$ cat src/hw/rtl/dvc_pkg.sv
// shared constants and types for the dotted version comparator
package dvc_pkg;

   // default sizing
   localparam int MAX_FIELDS_DEF = 16;
   localparam int VALUE_BITS_DEF = 32;

   // character codes
   localparam logic [7:0] CH_DOT  = 8'h2E;
   localparam logic [7:0] CH_ZERO = 8'h30;
   localparam logic [7:0] CH_NINE = 8'h39;

   // status codes, higher code wins
   localparam logic [1:0] STATUS_OK     = 2'd0;
   localparam logic [1:0] STATUS_FIELDS = 2'd1;
   localparam logic [1:0] STATUS_SAT    = 2'd2;
   localparam logic [1:0] STATUS_BADCH  = 2'd3;

   // order codes
   localparam logic signed [1:0] ORDER_OLDER = -2'sd1;
   localparam logic signed [1:0] ORDER_EQUAL = 2'sd0;
   localparam logic signed [1:0] ORDER_NEWER = 2'sd1;

   // control from the sequencer to the field accumulator
   typedef struct packed {
      logic step_digit;
      logic clear;
   } acc_ctrl_type;

endpackage

$ cat src/hw/rtl/dvc_field_mem.sv
// field store of the first version: one write port, two registered read ports
module dvc_field_mem #(
   parameter int DEPTH = 16,
   parameter int WIDTH = 32,
   parameter int AW    = 4
) (
   input  logic             clock,
   input  logic             wr_en,
   input  logic [AW-1:0]    wr_addr,
   input  logic [WIDTH-1:0] wr_data,
   input  logic [AW-1:0]    rd_addr_a,
   input  logic [AW-1:0]    rd_addr_b,
   output logic [WIDTH-1:0] rd_data_a,
   output logic [WIDTH-1:0] rd_data_b
);

   logic [WIDTH-1:0] mem_ff [DEPTH];
   logic [WIDTH-1:0] rd_a_ff;
   logic [WIDTH-1:0] rd_b_ff;

   // write port
   always_ff @(posedge clock) begin
      if (wr_en) begin
         mem_ff[wr_addr] <= wr_data;
      end
   end

   // read ports with write-first bypass
   always_ff @(posedge clock) begin
      if (wr_en && (wr_addr == rd_addr_a)) begin
         rd_a_ff <= wr_data;
      end else begin
         rd_a_ff <= mem_ff[rd_addr_a];
      end
      if (wr_en && (wr_addr == rd_addr_b)) begin
         rd_b_ff <= wr_data;
      end else begin
         rd_b_ff <= mem_ff[rd_addr_b];
      end
   end

   assign rd_data_a = rd_a_ff;
   assign rd_data_b = rd_b_ff;

endmodule

$ cat src/hw/rtl/dvc_field_acc.sv
// decimal field accumulator with saturation
module dvc_field_acc #(
   parameter int VALUE_BITS = 32
) (
   input  logic                   clock,
   input  logic                   reset,
   input  dvc_pkg::acc_ctrl_type  ctrl,
   input  logic [3:0]             digit,
   output logic [VALUE_BITS-1:0]  field_value,
   output logic                   saturate
);
   import dvc_pkg::*;

   localparam int WB = VALUE_BITS + 4;

   logic [VALUE_BITS-1:0] acc_ff;
   logic [VALUE_BITS-1:0] acc_in;
   logic [WB-1:0]         acc_ext;
   logic [WB-1:0]         acc_sum;
   logic                  over;

   // acc * 10 + digit as shifts and adds
   always_comb begin
      acc_ext = {4'b0000, acc_ff};
      acc_sum = (acc_ext << 3) + (acc_ext << 1) + {{(WB-4){1'b0}}, digit};
      over    = |acc_sum[WB-1:VALUE_BITS];
   end

   // value of the field including this character
   always_comb begin
      if (!ctrl.step_digit) begin
         field_value = acc_ff;
      end else if (over) begin
         field_value = '1;
      end else begin
         field_value = acc_sum[VALUE_BITS-1:0];
      end
      saturate = ctrl.step_digit && over;
      acc_in   = ctrl.clear ? '0 : field_value;
   end

   always_ff @(posedge clock) begin
      if (reset) begin
         acc_ff <= '0;
      end else begin
         acc_ff <= acc_in;
      end
   end

endmodule

$ cat src/hw/rtl/dotted_version_compare.sv
// dotted version comparator: one character per cycle unless stalled, from the first cycle after reset
// result is registered: it shows the cycle after the transfer of the final character of the second string
// field values sit in a two-read-port memory, prefetched at the current and next field index
// reset is synchronous: counters, verdict, status and output valid clear; the field memory is not
// cleared, reads beyond the count of written fields give zero
module dotted_version_compare #(
   parameter int MAX_FIELDS = dvc_pkg::MAX_FIELDS_DEF,
   parameter int VALUE_BITS = dvc_pkg::VALUE_BITS_DEF
) (
   input  logic              clock,
   input  logic              reset,
   input  logic              req_valid,
   output logic              req_stall,
   input  logic              req_which_string,
   input  logic [7:0]        req_ch,
   input  logic              req_last,
   output logic              rsp_valid,
   input  logic              rsp_stall,
   output logic signed [1:0] rsp_order,
   output logic [1:0]        rsp_status
);
   import dvc_pkg::*;

   localparam int CW = $clog2(MAX_FIELDS + 1);
   localparam int IW = $clog2(MAX_FIELDS);
   localparam logic [CW-1:0] MAX_C = CW'(MAX_FIELDS);
   localparam logic [CW-1:0] ONE_C = CW'(1);

   // state registers
   logic [CW-1:0]         first_count_ff,   first_count_in;
   logic [CW-1:0]         written_count_ff, written_count_in;
   logic [CW-1:0]         nonzero_ff,       nonzero_in;
   logic [CW-1:0]         second_index_ff,  second_index_in;
   logic                  verdict_set_ff,   verdict_set_in;
   logic signed [1:0]     verdict_ff,       verdict_in;
   logic [1:0]            error_ff,         error_in;
   logic                  first_done_ff,    first_done_in;
   logic                  rsp_valid_ff,     rsp_valid_in;
   logic signed [1:0]     rsp_order_ff;
   logic [1:0]            rsp_status_ff;

   // datapath signals
   logic                  accept;
   logic                  step;
   logic                  is_digit;
   logic                  is_dot;
   logic                  is_bad;
   logic                  closing;
   logic                  dual_close;
   acc_ctrl_type          acc_ctrl;
   logic [VALUE_BITS-1:0] field_value;
   logic                  acc_sat;
   logic                  wr_en;
   logic [VALUE_BITS-1:0] rd_a;
   logic [VALUE_BITS-1:0] rd_b;
   logic [VALUE_BITS-1:0] other_a;
   logic [VALUE_BITS-1:0] other_b;
   logic [CW-1:0]         count_a;
   logic [CW-1:0]         index_a;
   logic [CW-1:0]         index_next_p1;
   logic                  load_result;
   logic signed [1:0]     order_result;

   function automatic logic [1:0] status_max(input logic [1:0] a, input logic [1:0] b);
      return (b > a) ? b : a;
   endfunction

   // handshake: hold a result-producing character only while the output is blocked
   assign req_stall = rsp_valid_ff && rsp_stall && req_which_string && first_done_ff
                      && req_last;
   assign accept    = req_valid && !req_stall;
   assign step      = accept && (req_which_string == first_done_ff);

   // character classes
   assign is_digit   = (req_ch >= CH_ZERO) && (req_ch <= CH_NINE);
   assign is_dot     = (req_ch == CH_DOT);
   assign is_bad     = !is_digit && !is_dot;
   assign closing    = is_dot || req_last;
   assign dual_close = is_dot && req_last;

   assign acc_ctrl.step_digit = step && is_digit;
   assign acc_ctrl.clear      = step && closing;

   dvc_field_acc #(
      .VALUE_BITS (VALUE_BITS)
   ) u_acc (
      .clock       (clock),
      .reset       (reset),
      .ctrl        (acc_ctrl),
      .digit       (req_ch[3:0]),
      .field_value (field_value),
      .saturate    (acc_sat)
   );

   assign index_next_p1 = second_index_in + ONE_C;

   dvc_field_mem #(
      .DEPTH (MAX_FIELDS),
      .WIDTH (VALUE_BITS),
      .AW    (IW)
   ) u_mem (
      .clock     (clock),
      .wr_en     (wr_en),
      .wr_addr   (first_count_ff[IW-1:0]),
      .wr_data   (field_value),
      .rd_addr_a (second_index_in[IW-1:0]),
      .rd_addr_b (index_next_p1[IW-1:0]),
      .rd_data_a (rd_a),
      .rd_data_b (rd_b)
   );

   // stored fields of the first string, zero beyond the written ones
   assign other_a = (second_index_ff < written_count_ff) ? rd_a : '0;
   assign other_b = ((second_index_ff < MAX_C) && ((second_index_ff + ONE_C) < written_count_ff))
                    ? rd_b : '0;

   // per-character sequencing
   always_comb begin
      first_count_in   = first_count_ff;
      written_count_in = written_count_ff;
      nonzero_in       = nonzero_ff;
      second_index_in  = second_index_ff;
      verdict_set_in   = verdict_set_ff;
      verdict_in       = verdict_ff;
      error_in         = error_ff;
      first_done_in    = first_done_ff;
      wr_en            = 1'b0;
      count_a          = first_count_ff;
      index_a          = second_index_ff;
      load_result      = 1'b0;
      order_result     = ORDER_EQUAL;

      if (step) begin
         if (acc_sat) begin
            error_in = status_max(error_in, STATUS_SAT);
         end
         if (is_bad) begin
            error_in = status_max(error_in, STATUS_BADCH);
         end

         if (!req_which_string) begin
            // first string: store closed fields
            if (closing) begin
               if (first_count_ff < MAX_C) begin
                  wr_en            = 1'b1;
                  count_a          = first_count_ff + ONE_C;
                  written_count_in = count_a;
                  if (field_value != '0) begin
                     nonzero_in = count_a;
                  end
               end else begin
                  error_in = status_max(error_in, STATUS_FIELDS);
               end
               first_count_in = count_a;
               // trailing separator closes an extra empty field
               if (dual_close) begin
                  if (count_a < MAX_C) begin
                     first_count_in = count_a + ONE_C;
                  end else begin
                     error_in = status_max(error_in, STATUS_FIELDS);
                  end
               end
            end
            if (req_last) begin
               first_done_in = 1'b1;
            end
         end else begin
            // second string: compare closed fields
            if (closing) begin
               if (!verdict_set_in) begin
                  if (other_a > field_value) begin
                     verdict_set_in = 1'b1;
                     verdict_in     = ORDER_NEWER;
                  end else if (other_a < field_value) begin
                     verdict_set_in = 1'b1;
                     verdict_in     = ORDER_OLDER;
                  end
               end
               if (second_index_ff < MAX_C) begin
                  index_a = second_index_ff + ONE_C;
               end else begin
                  error_in = status_max(error_in, STATUS_FIELDS);
               end
               second_index_in = index_a;
               if (dual_close) begin
                  if (!verdict_set_in && (other_b != '0)) begin
                     verdict_set_in = 1'b1;
                     verdict_in     = ORDER_NEWER;
                  end
                  if (index_a < MAX_C) begin
                     second_index_in = index_a + ONE_C;
                  end else begin
                     error_in = status_max(error_in, STATUS_FIELDS);
                  end
               end
            end
            // end of the pair: emit and start over
            if (req_last) begin
               load_result = 1'b1;
               if (verdict_set_in) begin
                  order_result = verdict_in;
               end else if (nonzero_ff > second_index_in) begin
                  order_result = ORDER_NEWER;
               end else begin
                  order_result = ORDER_EQUAL;
               end
               first_count_in   = '0;
               written_count_in = '0;
               nonzero_in       = '0;
               second_index_in  = '0;
               verdict_set_in   = 1'b0;
               verdict_in       = ORDER_EQUAL;
               first_done_in    = 1'b0;
            end
         end
      end
   end

   // status for the result is taken before clearing
   logic [1:0] status_result;
   assign status_result = error_in;

   // output register
   assign rsp_valid_in = load_result || (rsp_valid_ff && rsp_stall);

   always_ff @(posedge clock) begin
      if (reset) begin
         first_count_ff   <= '0;
         written_count_ff <= '0;
         nonzero_ff       <= '0;
         second_index_ff  <= '0;
         verdict_set_ff   <= 1'b0;
         verdict_ff       <= ORDER_EQUAL;
         error_ff         <= STATUS_OK;
         first_done_ff    <= 1'b0;
         rsp_valid_ff     <= 1'b0;
      end else begin
         first_count_ff   <= first_count_in;
         written_count_ff <= written_count_in;
         nonzero_ff       <= nonzero_in;
         second_index_ff  <= second_index_in;
         verdict_set_ff   <= verdict_set_in;
         verdict_ff       <= verdict_in;
         error_ff         <= load_result ? STATUS_OK : error_in;
         first_done_ff    <= first_done_in;
         rsp_valid_ff     <= rsp_valid_in;
      end
   end

   // result payload
   always_ff @(posedge clock) begin
      if (load_result) begin
         rsp_order_ff  <= order_result;
         rsp_status_ff <= status_result;
      end
   end

   assign rsp_valid  = rsp_valid_ff;
   assign rsp_order  = rsp_order_ff;
   assign rsp_status = rsp_status_ff;

   // written fields never run past the field count, and the field count never runs past MAX_FIELDS
   assert property (@(posedge clock) disable iff (reset)
      (written_count_ff <= first_count_ff) && (first_count_ff <= MAX_C))
      else $error("field counts out of range");

   // nonzero extent stays within the written fields
   assert property (@(posedge clock) disable iff (reset)
      nonzero_ff <= written_count_ff)
      else $error("nonzero extent beyond written fields");

   // a result always returns the comparator to its start state
   assert property (@(posedge clock) disable iff (reset)
      load_result |=> (!first_done_ff && (first_count_ff == '0) && (error_ff == STATUS_OK)))
      else $error("state not cleared after result");

   // the output register is loaded only when it is free or draining
   assert property (@(posedge clock) disable iff (reset)
      load_result |-> (!rsp_valid_ff || !rsp_stall))
      else $error("result overwrote a stalled output");

endmodule

$ cat config.mk
export PLATFORM = sky130hd
export DESIGN_NAME = dotted_version_compare
export DESIGN_NICKNAME = d
export VERILOG_FILES = /design/src/hw/rtl/dvc_pkg.sv /design/src/hw/rtl/dvc_field_mem.sv /design/src/hw/rtl/dvc_field_acc.sv /design/src/hw/rtl/dotted_version_compare.sv
export SDC_FILE = /design/constraint.sdc
export NUM_CORES = 1
export LEC_CHECK = 0
export BUFFER_PORTS_ARGS = -buffer_cell sky130_fd_sc_hd__buf_2
export CELL_PAD_IN_SITES_DETAIL_PLACEMENT = 1
export CELL_PAD_IN_SITES_GLOBAL_PLACEMENT = 1
export CORE_UTILIZATION = 54
export CTS_BUF_LIST = sky130_fd_sc_hd__clkbuf_8 sky130_fd_sc_hd__clkbuf_16
export DETAILED_ROUTE_END_ITERATION = 16
export PLACE_DENSITY = 0.78
export SETUP_SLACK_MARGIN = 0.05
export SLEW_MARGIN = 20
export SYNTH_ARGS = -nofsm -noshare
export SYNTH_HDL_FRONTEND = slang
export SYNTH_SLANG_ARGS = --single-unit
$ cat constraint.sdc
create_clock -name clock -period 8.05 [get_ports clock]
set_clock_uncertainty 0.15 [all_clocks]
set_input_delay 0.805 -clock clock [delete_from_list [all_inputs] [get_ports clock]]
set_output_delay 0.805 -clock clock [all_outputs]
set_load 0.05 [all_outputs]
==> impl_metrics.ini, run 1 <==
[pwr]
pwr-share-clk = 0.445
p_sw_w = 0.00130
leakage_nw = 10.6
swShare = 0.211
vdd_drop_max_v = 0.000235
internal_power_w = 0.00484
power_density_nw_per_um2 = 197
pwr-share-comb = 0.023
power_frac_seq = 0.532

[yosys]
ys.warnings.count = 0
synth_xor_area_frac = 0.0106
synthesis.nets = 2090
synth_fa_ha_area_frac = 0.0533
ys_ff_latch = 583
synth_top_cell_by_area = edfxtp_1
post_synth_num_cell_types = 85
synth_simple_gate_area_frac = 0.113
synth_top_cell_area_share = 0.549
syn_area_sq_um = 28200
synthFlopType = edfxtp_1
synth_edf_count = 516
synth_top_family_by_area = multiplexers
syn_inst = 1957
synth-async-reset-ratio = 0
synth_compound_area_frac = 0.0747
synth.area.top_cells = edfxtp_1 55%, mux4_2 13%, ha_1 5.2%, dfxtp_1 4.8%, nor4_1 2.2%
avgSynthCellArea_sq_um = 14.4
ys_seq_area_frac = 0.597
synth.area.mux_share = 0.130

[setup_path]
start_kind = register
worstSetupPathType = reg -> reg
cp.required_ps = 8280
worstSetupEndpointType = register
arrival_ps = 7240
critical_path.max_fanout = 11

[floorplan]
pin_count = 20
rows = 83
die_width_um = 231
fp.coreArea_sq_um = 51500
start_util = 0.548
die_area_sq_um = 53200
fp.dieH_um = 231

[clock_network]
cts_setup_buffers = 0
ctsHoldBuffers = 0
cts.repair.resized = 0
cts_tree = done
htree_levels = 2
cts-root-buf = clkbuf_16
clk_latency_ps = 640
cts.sinks = 583
clk_pin_slew_ps = 60
cts_inserted_buffers = 59
clock_path_buffers = 3

[run]
max_cap_viol_count = 0

[route]
drt_iter0_markers = 2167
drc = 0
ant_nets = 0
num_vias = 19000
route.detailed.wl_per_inst_um = 32.4
routed_wl_mm = 87.8
avgViaCountPerCell = 6.99
firstDrtPassIters = 5

[place]
hpwl_mm = 63.1
place_ws_ps = 762
placed_cell_area_sq_um = 29100
port_buffers = 19
place.gp.congestion = 0.947

[sta]
fmax_mhz = 143
setup_ws_ps = 1040
tns_ps = 0
drv_slew = 0
rsz0062_at_grt = false
final_hold_viol_count = 0
hold_ws_ps = 293
period_needed_ps = 7010
max-slew-margin-rel = 0.227
tightest_slew_ps = 1160
setup_violations = 0
fin_crit_sh = 0.870

[grt]
grt_max_degree = 56
met2_usage = 0.560
antenna_found_initial = 4
busiest_layer = met2
use_met1 = 0.453
grt_pass1_wl_mm = 131
grt_pass1_vias = 19400
grt_util_met3 = 0.0427
grt_usage = 0.337
grt_overflow = 0

[layout]
seq_area_sq_um = 16800
fin_area_sq_um = 31100
area_growth_pct = 10.2
fill_cells = 4824
multiInputGateArea_sq_um = 10900
drive_gt1_frac = 0.172
nNetsFinal = 2111
layout_common_cells = 516 x edfxtp_1, 161 x mux4_2, 121 x nor2_1
utilization = 0.604
mostFrequentLayoutCell = edfxtp_1

[status]
status = finished, final reports clean

[worst_hold_path]
min_path_type = in -> reg
-- area by class of cell --
class                      count  area share
antenna                        3    0.000241
clock inverter                53      0.0149
tap                          680      0.0273
timing repair buffer          50      0.0117
inverter                      62     0.00748
sequential                   583       0.541
clock buffer                  59      0.0475
multi-input combinational   1222       0.349
-- stage by stage --
step                cells  total power [W]
floorplan            1957          0.00342
global placement     2596          0.00346
detailed placement   2596          0.00347
CTS                  2708          0.00617
global route         2709          0.00627
finish               2712          0.00614
-- registers in the layout (all words and copies together), names as in the netlist, named ones only --
register          cells
rsp_valid             1
verdict_set_ff        1
error_ff              2
u_acc.acc_ff         32
written_count_ff      5
first_count_ff        5
nonzero_ff            5
u_mem.mem_ff        512
verdict_ff            2
rsp_order             2
rsp_status            2
second_index_ff       5
first_done_ff         1
-- cell families after synthesis --
group                    Yosys count
AND/OR/NAND/NOR                  589
flip-flops                       583
AO/OA/AOI/OAI                    314
multiplexers                     166
buffers and inverters            152
adder cells (fa/ha/maj)          119
XOR/XNOR                          34
-- worst max-delay path: stages, from the launching register on --
cell and delay (ps):
dfxtp_1 480, ha_1 290, ha_1 450, a21oi_1 170, o21ai_1 310, a21oi_1 170
o41ai_1 500, a21oi_1 170, xor2_1 490, nand2_1 390, o21ai_0 250, a21boi_0 410
ha_1 240, nand4_1 170, or4_1 650, or3_1 420, a2111oi_0 560, o31ai_1 260
nand2_1 140, nand3_1 80
-- metal layers --
metal | part of all wire | wire length (um)
met1 | 0.39 | 34300
met2 | 0.49 | 43400
met3 | 0.070 | 6100
met4 | 0.045 | 3960
met5 | 0 | 0
-- path summary, 6_finish.rpt --
check | startpoint | to | slack (ps) | cells after the start
worst min register to register | written_count_ff[3] | written_count_ff[3] | 310 | 2
worst min-delay path | rsp_stall | rsp_valid | 290 | 3
worst max-delay path | u_acc.acc_ff[15] | rsp_order[0] | 1040 | 19
worst max register to register | u_acc.acc_ff[15] | rsp_order[0] | 1040 | 19
-- synthesized netlist by cell type (5+ instances only) --
cell type  count
a21boi_0       5
a21o_1        27
a21oi_1       81
a22oi_1        8
a31oi_1       13
and2_1        11
and3_1        10
buf_1         17
buf_2         17
clkbuf_1      54
dfxtp_1       67
edfxtp_1     516
ha_1         117
inv_1         61
mux4_2       161
nand2_1       85
nand2b_1      10
nand3_1       39
nand4_1       35
nand4b_1      10
nor2_1       126
nor2b_1       37
nor3_1        56
nor4_1        99
nor4b_1       14
o211ai_1       9
o21a_1        14
o21ai_0       57
o21ai_1       14
o22ai_1       15
o31ai_1        5
o41ai_1        7
or3_1         21
or4_1         10
xnor2_1       15
xor2_1        19
-- power groups by stage --
| stage | clock [W] | combinational [W] | sequential (W) |
|---|---|---|---|
| finish | 0.00273 | 0.000142 | 0.00327 |
| global route | 0.00285 | 0.000153 | 0.00326 |
| CTS | 0.00276 | 0.000141 | 0.00327 |
| detailed placement | 0 | 0.000139 | 0.00333 |
| global placement | 0 | 0.000133 | 0.00333 |
| floorplan | 0 | 0.0000914 | 0.00333 |
Note: power is estimated with default switching activity, not from simulation.
==> run 2: changes to the inputs <==
--- a/config.mk
+++ b/config.mk
@@ -8,6 +8,7 @@
 export BUFFER_PORTS_ARGS = -buffer_cell sky130_fd_sc_hd__buf_2
 export CELL_PAD_IN_SITES_DETAIL_PLACEMENT = 1
 export CELL_PAD_IN_SITES_GLOBAL_PLACEMENT = 1
+export CORE_MARGIN = 3
 export CORE_UTILIZATION = 54
 export CTS_BUF_LIST = sky130_fd_sc_hd__clkbuf_8 sky130_fd_sc_hd__clkbuf_16
 export DETAILED_ROUTE_END_ITERATION = 16
==> run 2 against run 1 <==
  * Cell area decreased by 0.17%
  * Global-route usage decreased by 2.8 points
  * Sequential cell count unchanged
  * First-iteration DRC count increased by 16%
  * Sequential power about the same
  * Fmax increased by 0.41%
  * Worst hold slack improved by 25 ps
  * Clock power about the same
  * Worst setup slack improved by 29 ps
  * Via count about the same
  * Final cell count decreased by 0.26%
==> impl_metrics.ini, run 2 (synthesis results as in run 1) <==
[sta]
fin_crit_sh = 0.867
rsz0062_at_grt = false
fmax_mhz = 143
setup_ws_ps = 1070
final_hold_viol_count = 0
tightest_slew_ps = 1110
max-slew-margin-rel = 0.262
drv_slew = 0
tns_ps = 0
period_needed_ps = 6980
setup_violations = 0

[setup_path]
worstSetupPathType = reg -> reg
ff2ff_setup_slack_ps = 1070
critical_path.max_fanout = 11
arrival_ps = 7180
start_kind = register
worstSetupEndpointType = register
cp.required_ps = 8250

[grt]
grt_usage = 0.309
grt_max_degree = 65
antenna_found_initial = 4
grt_pass1_vias = 19500
grt_pass1_wl_mm = 128
grt_overflow = 0

[layout]
mostFrequentLayoutCell = edfxtp_1
nNetsFinal = 2107
fin_area_sq_um = 31100
largest_reg_flops = 512
layout_common_cells = 516 x edfxtp_1, 161 x mux4_2, 121 x nor2_1
regMostFlops = u_mem.mem_ff
top_regs = u_mem.mem_ff: 512 flops, u_acc.acc_ff: 32 flops
area_growth_pct = 10.1
instances_no_fill = 2705
drive_gt1_frac = 0.175

[route]
firstDrtPassIters = 6
drt_iter0_markers = 2507
ant_nets = 0
drc = 0
routed_wl_mm = 85.6
num_vias = 19000
avgViaCountPerCell = 7.01
route.detailed.wl_per_inst_um = 31.7

[clock_network]
cts-root-buf = clkbuf_16
clock_path_buffers = 3
clk_latency_ps = 620
cts_inserted_buffers = 57
clk_pin_slew_ps = 60
cts.repair.resized = 0
cts_setup_buffers = 0
ctsHoldBuffers = 0
cts_tree = done
cts.sinks = 583
htree_levels = 2

[pwr]
vdd_drop_max_v = 0.000186
leakage_nw = 10.5
power_density_nw_per_um2 = 197

[floorplan]
fp.dieH_um = 235
rows = 83
die_area_sq_um = 55000
pin_count = 20
start_util = 0.548
die_width_um = 235
fp.coreArea_sq_um = 51500

[status]
status = finished, final reports clean

[worst_hold_path]
min_path_type = reg -> reg

[run]
max_cap_viol_count = 0

[place]
dp_cells = 2594
place_ws_ps = 646
place.gp.congestion = 0.921
placed_cell_area_sq_um = 29100
port_buffers = 19
hpwl_mm = 62.0
[run 2: cell types whose count changed in the layout (fill, tap and decap cells not counted), sizes merged]
cell / delta
buf: -2
clkinv: -2
clkinvlp: +4
diode: -1
inv: -6
[run 2: path summary, 6_finish.rpt]
| path | start | to | depth (start not counted) |
|---|---|---|---|
| setup / recovery | u_acc.acc_ff[1] | rsp_order[0] | 21 |
| setup reg to reg | u_acc.acc_ff[1] | rsp_order[0] | 21 |
| hold / removal | written_count_ff[3] | written_count_ff[3] | 2 |
| hold reg to reg | written_count_ff[3] | written_count_ff[3] | 2 |
[run 2: metrics by stage]
step | util | power, W | hold WS, ps
2_1_floorplan | - | 0.00342 | 276
6_report | 0.603 | 0.00610 | 317
5_1_grt | 0.603 | 0.00628 | 321
3_5_place_dp | 0.566 | 0.00347 | 318
4_1_cts | 0.602 | 0.00613 | 296
3_3_place_gp | 0.566 | 0.00346 | 287
[run 2: routing by layer]
| layer | up-vias | track usage | part of all wire |
|---|---|---|---|
| met4 | 2 | 0.122 | 0.046 |
| met1 | 9763 | 0.418 | 0.39 |
| met5 | - | 0 | 0.00015 |
| li1 | 7930 | - | - |
| met2 | 1048 | 0.511 | 0.49 |
| met3 | 217 | 0.0430 | 0.073 |
[run 2: area by class of cell]
cell class | count | area (sq um)
flip-flops and latches | 583 | 16800
clock inverters | 49 | 414
diodes | 2 | 5.00
inverters | 62 | 233
fillers | 4819 | 20500
repair buffers | 48 | 363
multi-input cells | 1222 | 10900
well taps | 680 | 851
clock buffers | 59 | 1480
[run 2: worst max-delay path: stages (launching register included)]
cell       delay [ps]
dfxtp_1           370
ha_1              320
ha_1              200
inv_1              80
fa_1              450
nand2b_1          190
a21oi_1           420
o2111a_1          400
o211ai_1          130
mux2i_1           220
a211oi_4          410
nand2_1           320
o21ai_0           250
a21boi_0          390
ha_1              210
nand4_1           140
or4_1             650
or3_1             450
a2111oi_0         590
o31ai_1           220
nand2_1           110
nand3_1            70
[run 2: where the power goes]
part | total, W | internal (W) | switching (W)
Clock | 0.00270 | 0.00153 | 0.00117
Sequential | 0.00326 | 0.00326 | 0.00000648
Combinational | 0.000142 | 0.0000486 | 0.0000938
==> run 3: changes to the inputs <==
--- a/config.mk
+++ b/config.mk
@@ -13,6 +13,7 @@
 export CTS_BUF_LIST = sky130_fd_sc_hd__clkbuf_8 sky130_fd_sc_hd__clkbuf_16
 export DETAILED_ROUTE_END_ITERATION = 16
 export PLACE_DENSITY = 0.78
+export REMOVE_ABC_BUFFERS = 1
 export SETUP_SLACK_MARGIN = 0.05
 export SLEW_MARGIN = 20
 export SYNTH_ARGS = -nofsm -noshare
==> run 3 against run 2 <==
  * Critical path depth rose by 5
  * Via count about the same
  * Fmax is 1.6% higher
  * Core utilization down 0.085 points
  * Worst hold slack worse by 28 ps
  * First-iteration DRC count shrank 15%
  * Worst setup slack gained 110 ps
  * Sequential share of layout area increased by 0.077 points
  * Cell area down 0.14%
==> impl_metrics.ini, run 3 (synthesis results as in run 1) <==
[clock_network]
cts.sinks = 583
clk_latency_ps = 620
ctsHoldBuffers = 0
cts_setup_buffers = 0
cts_inserted_buffers = 58
htree_levels = 2
cts.repair.resized = 0
cts-root-buf = clkbuf_16
cts_tree = done
clock_path_buffers = 3
clk_pin_slew_ps = 60

[layout]
area_growth_pct = 9.90
diodes = 0
drive_gt1_frac = 0.171
regMostFlops = u_mem.mem_ff
multiInputGateArea_sq_um = 10900
top_regs = u_mem.mem_ff: 512 flops, u_acc.acc_ff: 32 flops
nNetsFinal = 2110
instances_no_fill = 2705
layout_common_cells = 516 x edfxtp_1, 161 x mux4_2, 121 x nor2_1
largest_reg_flops = 512
seq_area_sq_um = 16800
mostFrequentLayoutCell = edfxtp_1
fill_cells = 4851

[sta]
drv_slew = 0
hold_ws_ps = 290
fin_crit_sh = 0.853
fmax_mhz = 146
rsz0062_at_grt = false
max-slew-margin-rel = 0.195
period_needed_ps = 6870
final_hold_viol_count = 0
tightest_slew_ps = 1180
setup_violations = 0

[worst_hold_path]
min_to = rsp_valid
hp-start = rsp_stall
min_path_type = in -> reg
holdPathStages = 3

[setup_path]
worstSetupPathType = reg -> reg
critical_path.max_fanout = 16
cp.required_ps = 8430
r2r.worst_path.cells = 26
start_kind = register
rr_endpoint = verdict_ff[0]
ff2ff_setup_slack_ps = 1180
arrival_ps = 7250
slowest_stage = fa_1
cp_common_cell = a21o_1
worstSetupEndpointType = register
reg2reg_from = u_acc.acc_ff[1]
max_stage_delay_ps = 460

[place]
place.gp.congestion = 0.934
hpwl_mm = 62.5
dp_cells = 2593
port_buffers = 19

[floorplan]
start_util = 0.548
die_area_sq_um = 55000
fp.coreArea_sq_um = 51500
rows = 83
die_width_um = 235
fp.dieH_um = 235
pin_count = 20

[route]
route.detailed.wl_per_inst_um = 32.1
avgViaCountPerCell = 7.01
drt_iter0_markers = 2130
firstDrtPassIters = 5
drc = 0
ant_nets = 0
num_vias = 19000
routed_wl_mm = 86.8

[pwr]
vdd_drop_max_v = 0.000225
leakage_nw = 10.5
power_w = 0.00600
power_density_nw_per_um2 = 194

[grt]
grt_util_met3 = 0.0434
grt_pass1_vias = 19600
grt_overflow = 0
grt_max_degree = 72
grt_pass1_wl_mm = 130
antenna_found_initial = 2
grt_usage = 0.313
busiest_layer = met2
use_met1 = 0.431
met2_usage = 0.513

[run]
max_cap_viol_count = 0

[status]
status = finished, final reports clean
## run 3: cell types whose count changed in the layout (fill, tap and decap cells not counted), sizes merged
cell,delta
buf,+2
bufinv,-2
clkbuf,+1
clkinv,-2
clkinvlp,-5
diode,-2
inv,+8
## run 3: power breakdown
group	total [W]	switching [W]	internal (W)
sequential	0.00327	0.00000747	0.00326
combinational	0.000142	0.0000932	0.0000484
clock	0.00260	0.00114	0.00145
## run 3: area by class of cell
type / count / share of cell area
Clock buffer: 60 / 0.0477
Tap cell: 680 / 0.0274
Multi-Input combinational cell: 1222 / 0.351
Timing Repair Buffer: 50 / 0.0128
Clock inverter: 48 / 0.0109
Inverter: 62 / 0.00750
Sequential cell: 583 / 0.543
## run 3: worst max-delay path by stage
stage	from	to
3_3_place_gp	req_ch[3]	verdict_ff[0]
5_1_grt	u_acc.acc_ff[15]	rsp_order[0]
3_5_place_dp	req_ch[2]	rsp_order[0]
2_1_floorplan	register	rsp_order[0]
6_report	u_acc.acc_ff[1]	verdict_ff[0]
4_1_cts	u_acc.acc_ff[1]	verdict_ff[0]
## run 3: per-layer routing
metal  vias up  wire length [um]
met5         -                14
met4         2              3960
met3       227              6630
met2      1073             42200
met1      9725             34000
li1       7944                 -
## run 3: metrics by stage
stage	setup slack, ps	cell area (sq um)	utilization	TNS, ps
finish	1180	31000	0.602	0
global route	750	31000	0.602	0
detailed placement	749	29100	0.565	0
CTS	1260	30900	0.600	0
floorplan	-992	27900	-	-4300
global placement	1050	29100	0.565	0
## run 3: critical path, delay by kind of cell (launching register included)
family                     cells  cell delay, ps
and+or+nand+nor                4             930
AOI/OAI and AO/OA             15            3390
DFF                            1             370
adders and majority gates      4            1300
muxes                          1             230
buffers and inverters          2             380
